`config.mk`:
```
export PLATFORM = sky130hd
export DESIGN_NAME = rpbt_ctrl
export DESIGN_NICKNAME = d
export VERILOG_FILES = /design/src/rpbt_pkg.sv /design/src/rpbt_ctrl.sv
export SDC_FILE = /design/constraint.sdc
export NUM_CORES = 1
export LEC_CHECK = 0
export BUFFER_PORTS_ARGS = -buffer_cell sky130_fd_sc_hd__buf_2
export CAP_MARGIN = 20
export CORE_AREA = 2 2 39 41
export DETAILED_ROUTE_END_ITERATION = 12
export DIE_AREA = 0 0 41 43
export GPL_TIMING_DRIVEN = 0
export MAX_ROUTING_LAYER = met4
export PLACE_DENSITY = 0.8
export SYNTH_ARGS = -nofsm -noshare
export SYNTH_HDL_FRONTEND = slang
export SYNTH_SLANG_ARGS = --single-unit
```
`constraint.sdc`:
```
create_clock -name clock -period 1.7 [get_ports clock]
set_clock_uncertainty 0.15 [all_clocks]
set_input_delay 0.085 -clock clock [delete_from_list [all_inputs] [get_ports clock]]
set_output_delay 0.085 -clock clock [all_outputs]
set_load 0.01 [all_outputs]
```
`src/rpbt_pkg.sv`:
```
// ----------------------------------------------------------------------------
// rpbt_pkg: shared types and constants of the prefix/branch slot tables
// Item types, command and status codes, controller interface structs and the
// lowest-set-bit helper used by the free-slot scan.
// ----------------------------------------------------------------------------
package rpbt_pkg;

   localparam int PREFIX_SLOTS_DEF = 64;
   localparam int BRANCH_SLOTS_DEF = 256;
   localparam int REF_BITS_DEF     = 16;
   localparam int MAP_WORD         = 64;

   localparam logic [2:0] CMD_REG_PREFIX   = 3'd0;
   localparam logic [2:0] CMD_ACQUIRE      = 3'd1;
   localparam logic [2:0] CMD_RELEASE      = 3'd2;
   localparam logic [2:0] CMD_READ_PREFIX  = 3'd3;
   localparam logic [2:0] CMD_ALLOC_BRANCH = 3'd4;
   localparam logic [2:0] CMD_FREE_BRANCH  = 3'd5;
   localparam logic [2:0] CMD_READ_BRANCH  = 3'd6;
   localparam logic [2:0] CMD_OFFSET       = 3'd7;

   localparam logic [2:0] STAT_OK    = 3'd0;
   localparam logic [2:0] STAT_FULL  = 3'd1;
   localparam logic [2:0] STAT_RANGE = 3'd2;
   localparam logic [2:0] STAT_ZERO  = 3'd3;
   localparam logic [2:0] STAT_SAT   = 3'd4;

   typedef struct packed {
      logic [2:0]         cmd;
      logic [15:0]        prefix_sel;
      logic [15:0]        branch_sel;
      logic [15:0]        owner_in;
      logic signed [47:0] prefix_offset_in;
      logic [19:0]        prefix_tokens_in;
      logic [15:0]        prefix_blocks_in;
      logic signed [47:0] delta_offset_in;
      logic [19:0]        delta_tokens_in;
      logic [15:0]        delta_blocks_in;
   } req_type;

   typedef struct packed {
      logic [2:0]         status;
      logic [7:0]         assigned_id;
      logic [15:0]        ref_count;
      logic signed [47:0] offset_out;
      logic [19:0]        length_out;
      logic [15:0]        blocks_out;
      logic [15:0]        owner_out;
      logic [15:0]        parent_out;
   } rsp_type;

   typedef enum logic [3:0] {
      ST_CLEAR,
      ST_IDLE,
      ST_DECODE,
      ST_SCAN,
      ST_PF_ALLOC,
      ST_BR_ALLOC,
      ST_PF_RD,
      ST_PF_USE,
      ST_BR_RD,
      ST_BR_USE,
      ST_DONE
   } fsm_state_type;

   typedef struct packed {
      logic clear;
      logic load;
      logic decode;
      logic scan_clr;
      logic scan_step;
      logic pf_alloc;
      logic br_alloc;
      logic pf_rd;
      logic pf_use;
      logic br_rd;
      logic br_use;
      logic rsp_load;
   } dp_ctrl_type;

   typedef struct packed {
      logic [2:0] cmd;
      logic       psel_ok;
      logic       bsel_ok;
      logic       parent_ok;
      logic       scan_found;
      logic       scan_last;
      logic       clear_last;
   } dp_stat_type;

   function automatic logic [5:0] lowest_set(input logic [63:0] w);
      logic [5:0] r;
      r = '0;
      for (int i = 63; i >= 0; i--) begin
         if (w[i]) begin
            r = 6'(i);
         end
      end
      return r;
   endfunction

endpackage

```
`src/rpbt_ctrl.sv`:
```
// ----------------------------------------------------------------------------
// rpbt_ctrl: command sequencer
// Steps each item through decode, bitmap scan, table reads and updates, and
// owns the handshakes of both channels.
// ----------------------------------------------------------------------------
module rpbt_ctrl
   import rpbt_pkg::*;
(
   input  logic        clock,
   input  logic        reset,
   input  logic        req_valid,
   output logic        req_ready,
   output logic        rsp_valid,
   input  logic        rsp_ready,
   input  dp_stat_type stat,
   output dp_ctrl_type ctrl
);

   fsm_state_type state_ff, state_in;
   logic          rsp_valid_ff, rsp_valid_in;

   always_ff @(posedge clock) begin
      if (reset) begin
         state_ff     <= ST_CLEAR;
         rsp_valid_ff <= 1'b0;
      end else begin
         state_ff     <= state_in;
         rsp_valid_ff <= rsp_valid_in;
      end
   end

   assign rsp_valid = rsp_valid_ff;

   always_comb begin
      state_in     = state_ff;
      ctrl         = '0;
      req_ready    = 1'b0;
      rsp_valid_in = rsp_valid_ff && !rsp_ready;
      case (state_ff)
         ST_CLEAR: begin
            ctrl.clear = 1'b1;
            if (stat.clear_last) begin
               state_in = ST_IDLE;
            end
         end
         ST_IDLE: begin
            req_ready = 1'b1;
            if (req_valid) begin
               ctrl.load = 1'b1;
               state_in  = ST_DECODE;
            end
         end
         ST_DECODE: begin
            ctrl.decode   = 1'b1;
            ctrl.scan_clr = 1'b1;
            case (stat.cmd)
               CMD_REG_PREFIX, CMD_ALLOC_BRANCH: state_in = ST_SCAN;
               CMD_ACQUIRE, CMD_RELEASE, CMD_READ_PREFIX:
                  state_in = stat.psel_ok ? ST_PF_RD : ST_DONE;
               default: state_in = stat.bsel_ok ? ST_BR_RD : ST_DONE;
            endcase
         end
         ST_SCAN: begin
            ctrl.scan_step = 1'b1;
            if (stat.scan_found) begin
               state_in = (stat.cmd == CMD_REG_PREFIX) ? ST_PF_ALLOC : ST_BR_ALLOC;
            end else if (stat.scan_last) begin
               state_in = ST_DONE;
            end
         end
         ST_PF_ALLOC: begin
            ctrl.pf_alloc = 1'b1;
            state_in      = ST_DONE;
         end
         ST_BR_ALLOC: begin
            ctrl.br_alloc = 1'b1;
            state_in      = stat.psel_ok ? ST_PF_RD : ST_DONE;
         end
         ST_PF_RD: begin
            ctrl.pf_rd = 1'b1;
            state_in   = ST_PF_USE;
         end
         ST_PF_USE: begin
            ctrl.pf_use = 1'b1;
            state_in    = ST_DONE;
         end
         ST_BR_RD: begin
            ctrl.br_rd = 1'b1;
            state_in   = ST_BR_USE;
         end
         ST_BR_USE: begin
            ctrl.br_use = 1'b1;
            if ((stat.cmd == CMD_FREE_BRANCH || stat.cmd == CMD_OFFSET) && stat.parent_ok) begin
               state_in = ST_PF_RD;
            end else begin
               state_in = ST_DONE;
            end
         end
         ST_DONE: begin
            if (!rsp_valid_ff || rsp_ready) begin
               ctrl.rsp_load = 1'b1;
               rsp_valid_in  = 1'b1;
               state_in      = ST_IDLE;
            end
         end
         default: state_in = ST_IDLE;
      endcase
   end

endmodule

```
; Word-level counts from Yosys, hierarchy flattened
; Cells that the tools add are included.
[totals]
ff_bits = 5
inputBits = 13
out_inout_bits = 14
[classes]
n_eq_ne = 20
muxes = 27
n_reduce_logical = 12
[op_table]
columns = op, n
row1 = 4-bit one-hot mux with 10 select lines, 1
row2 = 4-bit two-way mux, 7
row3 = "4-bit by 3-bit == test with 1-bit output, second input constant", 4
row4 = 1-bit two-way mux, 16
row5 = "4-bit == test, second input constant", 3
row6 = "3-bit == test, second input constant", 3
row7 = "4-bit by 2-bit == test with 1-bit output, second input constant", 2
row8 = 4-bit one-hot mux with 2 select lines, 1
row9 = "3-bit by 2-bit == test with 1-bit output, second input constant", 2
row10 = "2-bit != test, second input constant", 3
row11 = "4-bit by 1-bit == test with 1-bit output, second input constant", 1
row12 = 4-bit zero test, 1
row13 = 2-bit two-way mux, 2
row14 = 4-bit AND reduction, 1
row15 = 2-bit OR reduction, 2
row16 = "3-bit by 1-bit == test with 1-bit output, second input constant", 1
row17 = 3-bit zero test, 1
row18 = "3-bit != test, second input constant", 1
row19 = 3-bit OR reduction, 1
row20 = 1-bit logical AND, 2
row21 = 1-bit zero test, 2
row22 = 1-bit logical OR, 2

; Depth between registers and ports, before layout
; Gate-level depths: netlist of the first run.
[depth]
word_depth = 5
depth_mapped = 5
depth_no_buf = 4

; Worst setup path before layout of the first run
; No wires, ideal clock.
[synth_path]
path_type = reg-to-reg
from = register state_ff[3]
to = register state_ff[0]
slack_ns = 0.158
n_path_buf = 1
stages_incl_launch_ff = 6
setup_time_ns = 0.103
t_required_ns = 1.447
t_arrival_ns = 1.289
cell_sequence = dfxtp_1 -> buf_2 -> and4bb_4 -> o211ai_1 -> and3_1 -> a2111oi_2
[synth_between]
elab_chain_cells = 3
word_cells_on_any_way = 18
cone_classes = eq/ne: 14 / mux: 1 / reduce/logical: 3
[synth_lines]
columns = element, line_no
row1 = start: declaration, rpbt_ctrl.sv:19  ; fsm_state_type state_ff, state_in;
row2 = start signal: assignment, rpbt_ctrl.sv:27  ; state_ff <= state_in;
row3 = "4-bit by 3-bit == test with 1-bit output, or another cell as far along", rpbt_ctrl.sv:39  ; case (state_ff)
row4 = "2-bit OR reduction (no source line), or another cell as far along", n/a
row5 = 4-bit one-hot mux with 10 select lines / 4-bit AND reduction (equally long branches), n/a
; Parallel ways exist; a longest one is shown, timed or not.
; A chain may end at the register's enable or synchronous reset.

; Worst setup path in the final report of the first run
; Ends and elaborated chain as after synthesis.

==> results of run 1 <==
## cell type report
| class | count | area, sq um | share of cell area, % |
|---|---|---|---|
| Timing Repair Buffer | 27 | 140.1 | 18.70 |
| Buffer | 6 | 47.55 | 6.344 |
| Tap cell | 16 | 20.02 | 2.671 |
| Multi-Input combinational cell | 61 | 410.4 | 54.76 |
| Inverter | 1 | 3.754 | 0.5008 |
| Sequential cell | 5 | 101.3 | 13.52 |
| Clock buffer | 4 | 26.28 | 3.506 |
## worst max-delay path, delay by kind of cell, from the launching register on
| family | cells | cell delay (ps) |
|---|---|---|
| buffers and inverters | 1 | 180 |
| AO/OA/AOI/OAI | 2 | 380 |
| AND/OR/NAND/NOR | 2 | 530 |
| flip-flops | 1 | 290 |
## sequential cells by signal, indices dropped and copies added (netlist names)
signal and cells:
rsp_valid 1, state_ff 4
## layer usage
| layer | GRT usage, % | share of wire [%] | wire length (um) |
|---|---|---|---|
| met2 | 30.63 | 48 | 723 |
| met4 | 2.000 | 0 | 0 |
| met5 | - | 0 | 0 |
| met1 | 23.79 | 45 | 669 |
| met3 | 6.283 | 7.1 | 107 |
## metrics by stage
step	setup slack [ps]	utilization (%)
final	68.47	54.16
after global routing	-8.309	54.16
after CTS	54.44	51.99
after detailed placement	1.355	49.28
after global placement	-3.887	49.28
after floorplan	157.7	-
## Yosys cell counts, drive strengths merged (2+ instances only)
cell,instances,area (sq um)
or2,2,12.51
a21oi,6,30.03
nor3,4,20.02
nand3b,3,22.52
o211ai,2,15.01
nand2b,5,31.28
nand2,4,15.01
buf,6,33.77
o21ai,4,20.01
a2111oi,2,42.54
nor2,10,37.54
dfxtp,5,100.1
nor2b,3,18.77
## layout by cell type, fill, tap and decap left out, types with 2 or more instances in the layout
master	synthesis	layout
nand2_1	4	4
nor2b_1	3	3
buf_2	3	28
or2_1	2	2
nor3_1	4	3
buf_6	0	2
clkbuf_4	0	4
nor2_1	10	10
nand3b_1	3	3
a21oi_1	6	5
nand2b_1	5	4
o211ai_1	2	2
dfxtp_1	5	4
o21ai_0	3	3
## cells by family (layout without fill, tap and decap cells)
group	after synthesis	count (layout)	share of synthesized area [%]
buf+inv	7	38	7.056
simple gates	40	40	43.30
flops	5	5	18.82
compound gates	21	21	30.82
## power by group
group / total, uW / switching, uW / internal [uW] / leakage, uW
registers: 131 / 8.07 / 123 / 0.0000411
clock network: 138 / 49.0 / 88.8 / 0.0000150
logic: 131 / 70.8 / 60.4 / 0.000275
total: 400 / 128 / 272 / 0.000331
## worst max path at each step
stage | from | to | slack, ps | cells after the start
after floorplan | state_ff[3] | state_ff[0] | 160 | 5
after global placement | state_ff[3] | state_ff[3] | -4 | 5
after detailed placement | state_ff[3] | state_ff[3] | 1 | 5
after CTS | state_ff[2] | state_ff[0] | 50 | 5
after global routing | state_ff[3] | state_ff[0] | -8 | 5
final | state_ff[3] | state_ff[0] | 70 | 5
## timing repair
| action | CTS | global route |
|---|---|---|
| hold endpoints to repair | 4 | 0 |
| hold buffers | 1 | 0 |
| gates resized for setup | 1 | 9 |
| gates cloned | 0 | 0 |
| endpoints found under the setup margin | 2 | 3 |
| pin swaps | 0 | 1 |
==> run metrics, run 1 <==
Hold Startpoint rsp_ready; final hold vios 0; asr flop ratio synth 0%; non-filler cells, final 120; Hold Crit Class in2reg; gpl congestion 0.9136; Worst R2R Setup Slack 70 ps; CP max stage cell and4bb_4; number of max-cap violations 0; placed cells 115; clock latency on the worst-skew pair 240 ps; Worst-path clk slew 50 ps; VDD IR max 0.3511 mV; EDFF count, synth 0; FILL cells 138; clock tree buffer depth 2; Residual DRC 0; GRT Overall Usage 19.24%; syn_area_per_cell 7.284 sq um; H-tree levels 1; post-synthesis sequential area ratio 18.82%; Chip Height 43 um; Post-Synthesis Cell Area 531.8 sq um; post-route cell area 749.5 sq um; total clock sinks 5; Reg-to-Reg Start state_ff[3]; Placement Cell Area 681.9 sq um; initial antenna violation count 0; Primary FF master, synth dfxtp_1; critical path data required time 1690 ps; Seq cells post-synth 5; crit share post-route 95.97%; area delta synth->final 40.94%; fin crit period 1632 ps; total number of vias 687; antenna cell count 0; critical path cell sequence clkbuf_4 -> and4bb_4 -> o211ai_1 -> and3_1 -> a2111oi_2; DR pass1 iterations 4; # nets final 118; total CTS buffers 3; Pwr Total 399.6 uW; vias in the first global route 573; Cells after Synth 73; run status finished clean; WL per Instance 12.51 um; Worst R2R Path Depth 5; reg2reg end state_ff[0]; hold endpoint rsp_valid; Rows 14; Distinct cells, synth 34; first-pass GRT wire length 2339 um; Starting DRT DRC Count 20; Slew HR 75.57%; Worst Setup End Kind flop; CTS tree built; Initial Util 38.43%; IO Pins 27; Critical Path Fanout Max 9; unrepaired setup endpoints after global routing true; setup_tns 0 ps; Worst Tran Pin Value 363.1 ps; Root Driver clkbuf_4; Hold WS 33.82 ps; Core ar. 1384 sq um; Slew Limit Fails 0; Critical Path Max Stage Delay 330 ps; f_max 612.9 MHz; Power Density 533.2 nW/um^2; Syn Nets 86; worst setup path class reg2reg; Data arrival, critical path 1620 ps; share of layout cells above drive strength 1 42.31%; Detailed Route WL 1501 um; vias per cell 5.725; leakage 0.0003309 uW; Post-DRT Antenna Nets 0; hpwl dp 1136 um; Worst Hold Path Cells 3; # setup viols final 0; Yosys warning total 0; largest net degree at the start of global routing 11; total gr overflow 0; port bufs 26; full die area 1763 sq um; Die Wd 41 um; Post-CTS Setup Bufs 0; Critical Path Source Type flop
(Power assumes the default switching activity.)
==> inputs of run 2 (changes only) <==
Settings changed: CORE_AREA 2 2 39 41 to 3 3 40 42, DIE_AREA 0 0 41 43 to 0 0 43 45, RECOVER_POWER from default to 25.
==> run metrics, run 2 (same netlist as run 1, synthesis figures left out) <==
critical path cell sequence buf_2 -> buf_2 -> nor2_1 -> a222oi_1 -> o31ai_1 (was clkbuf_4 -> and4bb_4 -> o211ai_1 -> and3_1 -> a2111oi_2); CP max stage cell a222oi_1 (was and4bb_4); Hold WS 30.46 ps (was 33.82 ps); Core ar. 1285 sq um (was 1384 sq um); Worst Hold Path Cells 3 (unchanged); Data arrival, critical path 1600 ps (was 1620 ps); Power Density 536.9 nW/um^2 (was 533.2 nW/um^2); final hold vios 0 (unchanged); Slew Limit Fails 0 (unchanged); commonest non-fill, non-tap cell in the layout buf_2 (unchanged); Chip Height 45 um (was 43 um); Rows 13 (was 14); # setup viols final 0 (unchanged); vias per cell 5.630 (was 5.725); total CTS buffers 3 (unchanged); total gr overflow 0 (unchanged); Worst Setup End Kind flop (unchanged); largest net degree at the start of global routing 11 (unchanged); VDD IR max 0.3616 mV (was 0.3511 mV); Critical Path Source Type flop (unchanged); setup_tns 0 ps (unchanged); total clock sinks 5 (unchanged); Initial Util 41.38% (was 38.43%); hpwl dp 1244 um (was 1136 um); IO Pins 27 (unchanged); non-filler cells, final 119 (was 120); Slew HR 74.96% (was 75.57%); crit share post-route 96.47% (was 95.97%); H-tree levels 1 (unchanged); Root Driver clkbuf_4 (unchanged); antenna cell count 0 (unchanged); Detailed Route WL 1580 um (was 1501 um); Residual DRC 0 (unchanged); Critical Path Fanout Max 10 (was 9); initial antenna violation count 0 (unchanged); vias in the first global route 564 (was 573); Worst-path clk slew 40 ps (was 50 ps); Reg-to-Reg Start state_ff[3] (unchanged); Hold Crit Class in2reg (unchanged); share of layout cells above drive strength 1 41.35% (was 42.31%); fin crit period 1640 ps (was 1632 ps); Starting DRT DRC Count 12 (was 20); setup ws final 60.00 ps (was 68.47 ps); gpl congestion 0.8755 (was 0.9136); Setup crit start state_ff[3] (unchanged); Post-DRT Antenna Nets 0 (unchanged); FILL cells 138 (unchanged); clock tree buffer depth 2 (unchanged); Post-CTS Setup Bufs 0 (unchanged); unrepaired setup endpoints after global routing true (unchanged); Die Wd 43 um (was 41 um); area delta synth->final 39.06% (was 40.94%); most frequent cells in the layout buf_2 (29), nor2_1 (10), a21oi_1 (5), dfxtp_1 (5) (was buf_2 (28), nor2_1 (10), a21oi_1 (5)); Hold Startpoint rsp_ready (unchanged); # nets final 118 (unchanged); f_max 609.8 MHz (was 612.9 MHz); CTS tree built (unchanged); critical path data required time 1660 ps (was 1690 ps); Largest register FFs 4 (unchanged); most frequent CP cell buf_2; clock latency on the worst-skew pair 240 ps (about the same); Largest Register state_ff (unchanged); total number of vias 670 (was 687); full die area 1935 sq um (was 1763 sq um); Critical Path Max Stage Delay 390 ps (was 330 ps); GRT Overall Usage 17.47% (was 19.24%); port bufs 26 (unchanged); Worst R2R Path Depth 5 (unchanged); pre-CTS WS -32.89 ps (was 1.355 ps); Worst Tran Pin Value 375.6 ps (was 363.1 ps); DR pass1 iterations 4 (unchanged); placed cells 114 (was 115); worst setup path class reg2reg (unchanged); WL per Instance 13.28 um (was 12.51 um); number of max-cap violations 0 (unchanged); first-pass GRT wire length 2518 um (was 2339 um); leakage 0.0003261 uW (was 0.0003309 uW); run status finished clean (unchanged)
## run 2: cell counts in the layout (fill, tap and decap cells not counted)
Identical to the previous run, type by type.
## run 2: through the flow
stage / power (uW) / cell area [sq um] / utilization (%)
floorplan: 208.6 / 531.8 / -
global placement: 251.3 / 680.7 / 52.97
detailed placement: 256.0 / 680.7 / 52.97
CTS: 394.7 / 718.2 / 55.89
global route: 424.6 / 739.5 / 57.55
finish: 397.0 / 739.5 / 57.55
## run 2: worst paths after layout
check / endpoint / slack (ps)
max: state_ff[3] / 60
min reg2reg: rsp_valid / 390
max reg2reg: state_ff[3] / 60
min: rsp_valid / 30
## run 2: repair_timing
item | in CTS | in global routing
hold buffers | 1 | 0
endpoints found under the hold margin | 4 | 0
endpoints found under the setup margin | 2 | 3
resized for setup | 1 | 5
pin swaps | 0 | 2
## run 2: power by group
part	switching, uW	total [uW]	leakage, uW	internal [uW]
clock	45.4	134	0.0000150	88.5
combinational	71.6	132	0.000270	60.3
sequential	8.56	131	0.0000406	123
total	126	397	0.000326	271
## run 2: layout make-up
cell class | instances | area (sq um) | share of cell area, %
multi-input cells | 61 | 412.9 | 55.84
repair buffers | 27 | 138.9 | 18.78
flip-flops and latches | 5 | 100.1 | 13.54
plain buffers | 6 | 38.79 | 5.245
clock buffers | 4 | 26.28 | 3.553
well taps | 15 | 18.77 | 2.538
inverters | 1 | 3.754 | 0.5076
## run 2: layer usage
metal	routed length [um]	vias up	global-route usage, %
met3	135	0	5.976
met1	710	301	22.30
met2	734	36	28.74
met5	0	-	-
li1	-	333	-
met4	0	0	0
## run 2: worst max-delay path, delay by kind of cell (launching register included)
kind	cells	cell delay [ps]
AOI/OAI and AO/OA	2	530
buffers and inverters	2	470
DFF	1	300
and+or+nand+nor	1	60
==> inputs of run 3 (changes only) <==
Settings changed: PLACE_DENSITY 0.8 to 0.73.
==> run metrics, run 3 (same netlist as run 1, synthesis figures left out) <==
run status finished clean (unchanged); Root Driver clkbuf_4 (unchanged); total gr overflow 0 (unchanged); GRT Overall Usage 15.88% (was 17.47%); # nets final 118 (unchanged); Detailed Route WL 1525 um (was 1580 um); reg2reg end state_ff[0] (was state_ff[3]); Top Metal Used met4 (was met3); Worst Setup End Kind flop (unchanged); Critical Path Max Stage Delay 360 ps (was 390 ps); Hold Crit Class in2reg (unchanged); kind of cell adding the most delay to the critical path compound AO/OA/AOI/OAI gates (unchanged); Critical Path Source Type flop (unchanged); commonest non-fill, non-tap cell in the layout buf_2 (unchanged); Residual DRC 0 (unchanged); Largest Register state_ff (unchanged); VDD IR max 0.3289 mV (was 0.3616 mV); gpl congestion 0.8438 (was 0.8755); Core ar. 1285 sq um (unchanged); full die area 1935 sq um (unchanged); WL per Instance 12.82 um (was 13.28 um); Placement Cell Area 680.7 sq um (unchanged); Slew Limit Fails 0 (unchanged); initial antenna violation count 0 (unchanged); Reg-to-Reg Start state_ff[1] (was state_ff[3]); port bufs 26 (unchanged); Chip Height 45 um (unchanged); CTS tree built (unchanged); Worst Path Buf+Inv 1 (was 2); first-pass GRT wire length 2325 um (was 2518 um); setup_tns 0 ps (unchanged); final hold vios 0 (unchanged); critical path data required time 1680 ps (was 1660 ps); H-tree levels 1 (unchanged); Worst Tran Pin Value 361.3 ps (was 375.6 ps); Slew HR 75.69% (was 74.96%); most frequent cells in the layout buf_2 (27), nor2_1 (10), nand2b_1 (5), a21oi_1 (5) (was buf_2 (29), nor2_1 (10), a21oi_1 (5), dfxtp_1 (5)); # setup viols final 0 (unchanged); DR WL met2 774 um (was 734 um); Power Density 538.7 nW/um^2 (was 536.9 nW/um^2); hpwl dp 1161 um (was 1244 um); Hold Startpoint rsp_ready (unchanged); post-layout util 57.35% (was 57.55%); Worst Hold Path Cells 3 (unchanged); FILL cells 137 (was 138); Worst-path clk slew 40 ps (about the same); Critical Path Fanout Max 8 (was 10); total CTS buffers 3 (unchanged); vias per cell 5.546 (was 5.630); Largest register FFs 4 (unchanged); post-route cell area 737.0 sq um (was 739.5 sq um); crit share post-route 97.06% (was 96.47%); metal3 WL 124 um (was 135 um); number of max-cap violations 0 (unchanged); worst setup path class reg2reg (unchanged); share of layout cells above drive strength 1 41.35% (unchanged); leakage 0.0003230 uW (was 0.0003261 uW); fin crit period 1650 ps (was 1640 ps); total clock sinks 5 (unchanged); vias in the first global route 551 (was 564); Initial Util 41.38% (unchanged); critical path cell sequence buf_6 -> a2111oi_4 -> a21oi_2 -> and3_1 -> a2111oi_2 (was buf_2 -> buf_2 -> nor2_1 -> a222oi_1 -> o31ai_1); f_max 606.0 MHz (was 609.8 MHz); DR pass1 iterations 4 (unchanged); area delta synth->final 38.59% (was 39.06%); CP max stage cell a2111oi_2 (was a222oi_1); antenna cell count 0 (unchanged); WL met1 617 um (was 710 um); Post-DRT Antenna Nets 0 (unchanged); Starting DRT DRC Count 17 (was 12); pre-CTS WS 40.13 ps (was -32.89 ps); clock tree buffer depth 2 (unchanged); Die Wd 43 um (unchanged); Worst R2R Setup Slack 50 ps (was 60 ps); largest net degree at the start of global routing 11 (unchanged); Rows 13 (unchanged); total number of vias 660 (was 670); Worst R2R Path Depth 5 (unchanged); IO Pins 27 (unchanged); Data arrival, critical path 1630 ps (was 1600 ps); setup ws final 49.96 ps (was 60.00 ps); clock latency on the worst-skew pair 240 ps (about the same); hold endpoint rsp_valid (unchanged)
## run 3: worst min-delay path, delay by kind of cell
family	cells	cell delay, ps
buf+inv	1	70
simple gates	1	140
compound gates	1	80
## run 3: metal layers
| layer | GRT usage [%] | vias up |
|---|---|---|
| li1 | - | 330 |
| met1 | 20.29 | 299 |
| met2 | 25.75 | 29 |
| met3 | 4.781 | 2 |
| met4 | 1.807 | 0 |
| met5 | - | - |
## run 3: where the power goes
group | leakage [uW] | total [uW] | switching (uW) | internal [uW]
clock network | 0.0000150 | 138 | 48.8 | 88.7
registers | 0.0000419 | 134 | 10.3 | 124
logic | 0.000266 | 126 | 65.5 | 60.0
## run 3: worst max path at each step
| stage | startpoint | end | depth (start not counted) |
|---|---|---|---|
| global route | state_ff[1] | state_ff[0] | 5 |
| CTS | state_ff[2] | state_ff[0] | 5 |
| global placement | state_ff[3] | state_ff[3] | 5 |
| detailed placement | state_ff[3] | state_ff[3] | 5 |
| finish | state_ff[1] | state_ff[0] | 5 |
| floorplan | state_ff[3] | state_ff[0] | 5 |
## run 3: area by class of cell
type,instances,area [sq um],area share (%)
inverter,1,3.754,0.5093
sequential,5,103.9,14.09
timing repair buffer,28,146.4,19.86
tap,15,18.77,2.547
clock buffer,4,26.28,3.565
multi-input combinational,61,397.9,53.99
buffer,5,40.04,5.433
## run 3: timing repair
action	4_1_cts	5_1_grt
gates cloned	0	0
gates resized for setup	1	9
endpoints found under the setup margin	1	2
hold buffers	1	0
setup buffers	0	1
endpoints found under the hold margin	4	0
pin swaps	0	2
## run 3: per-stage QoR
step	instances	total power, uW	hold WS, ps
2_1_floorplan	73	208.6	4.066
3_3_place_gp	114	252.5	184.8
3_5_place_dp	114	254.1	190.6
4_1_cts	119	395.3	41.55
5_1_grt	119	423.8	62.94
6_report	119	397.0	41.78
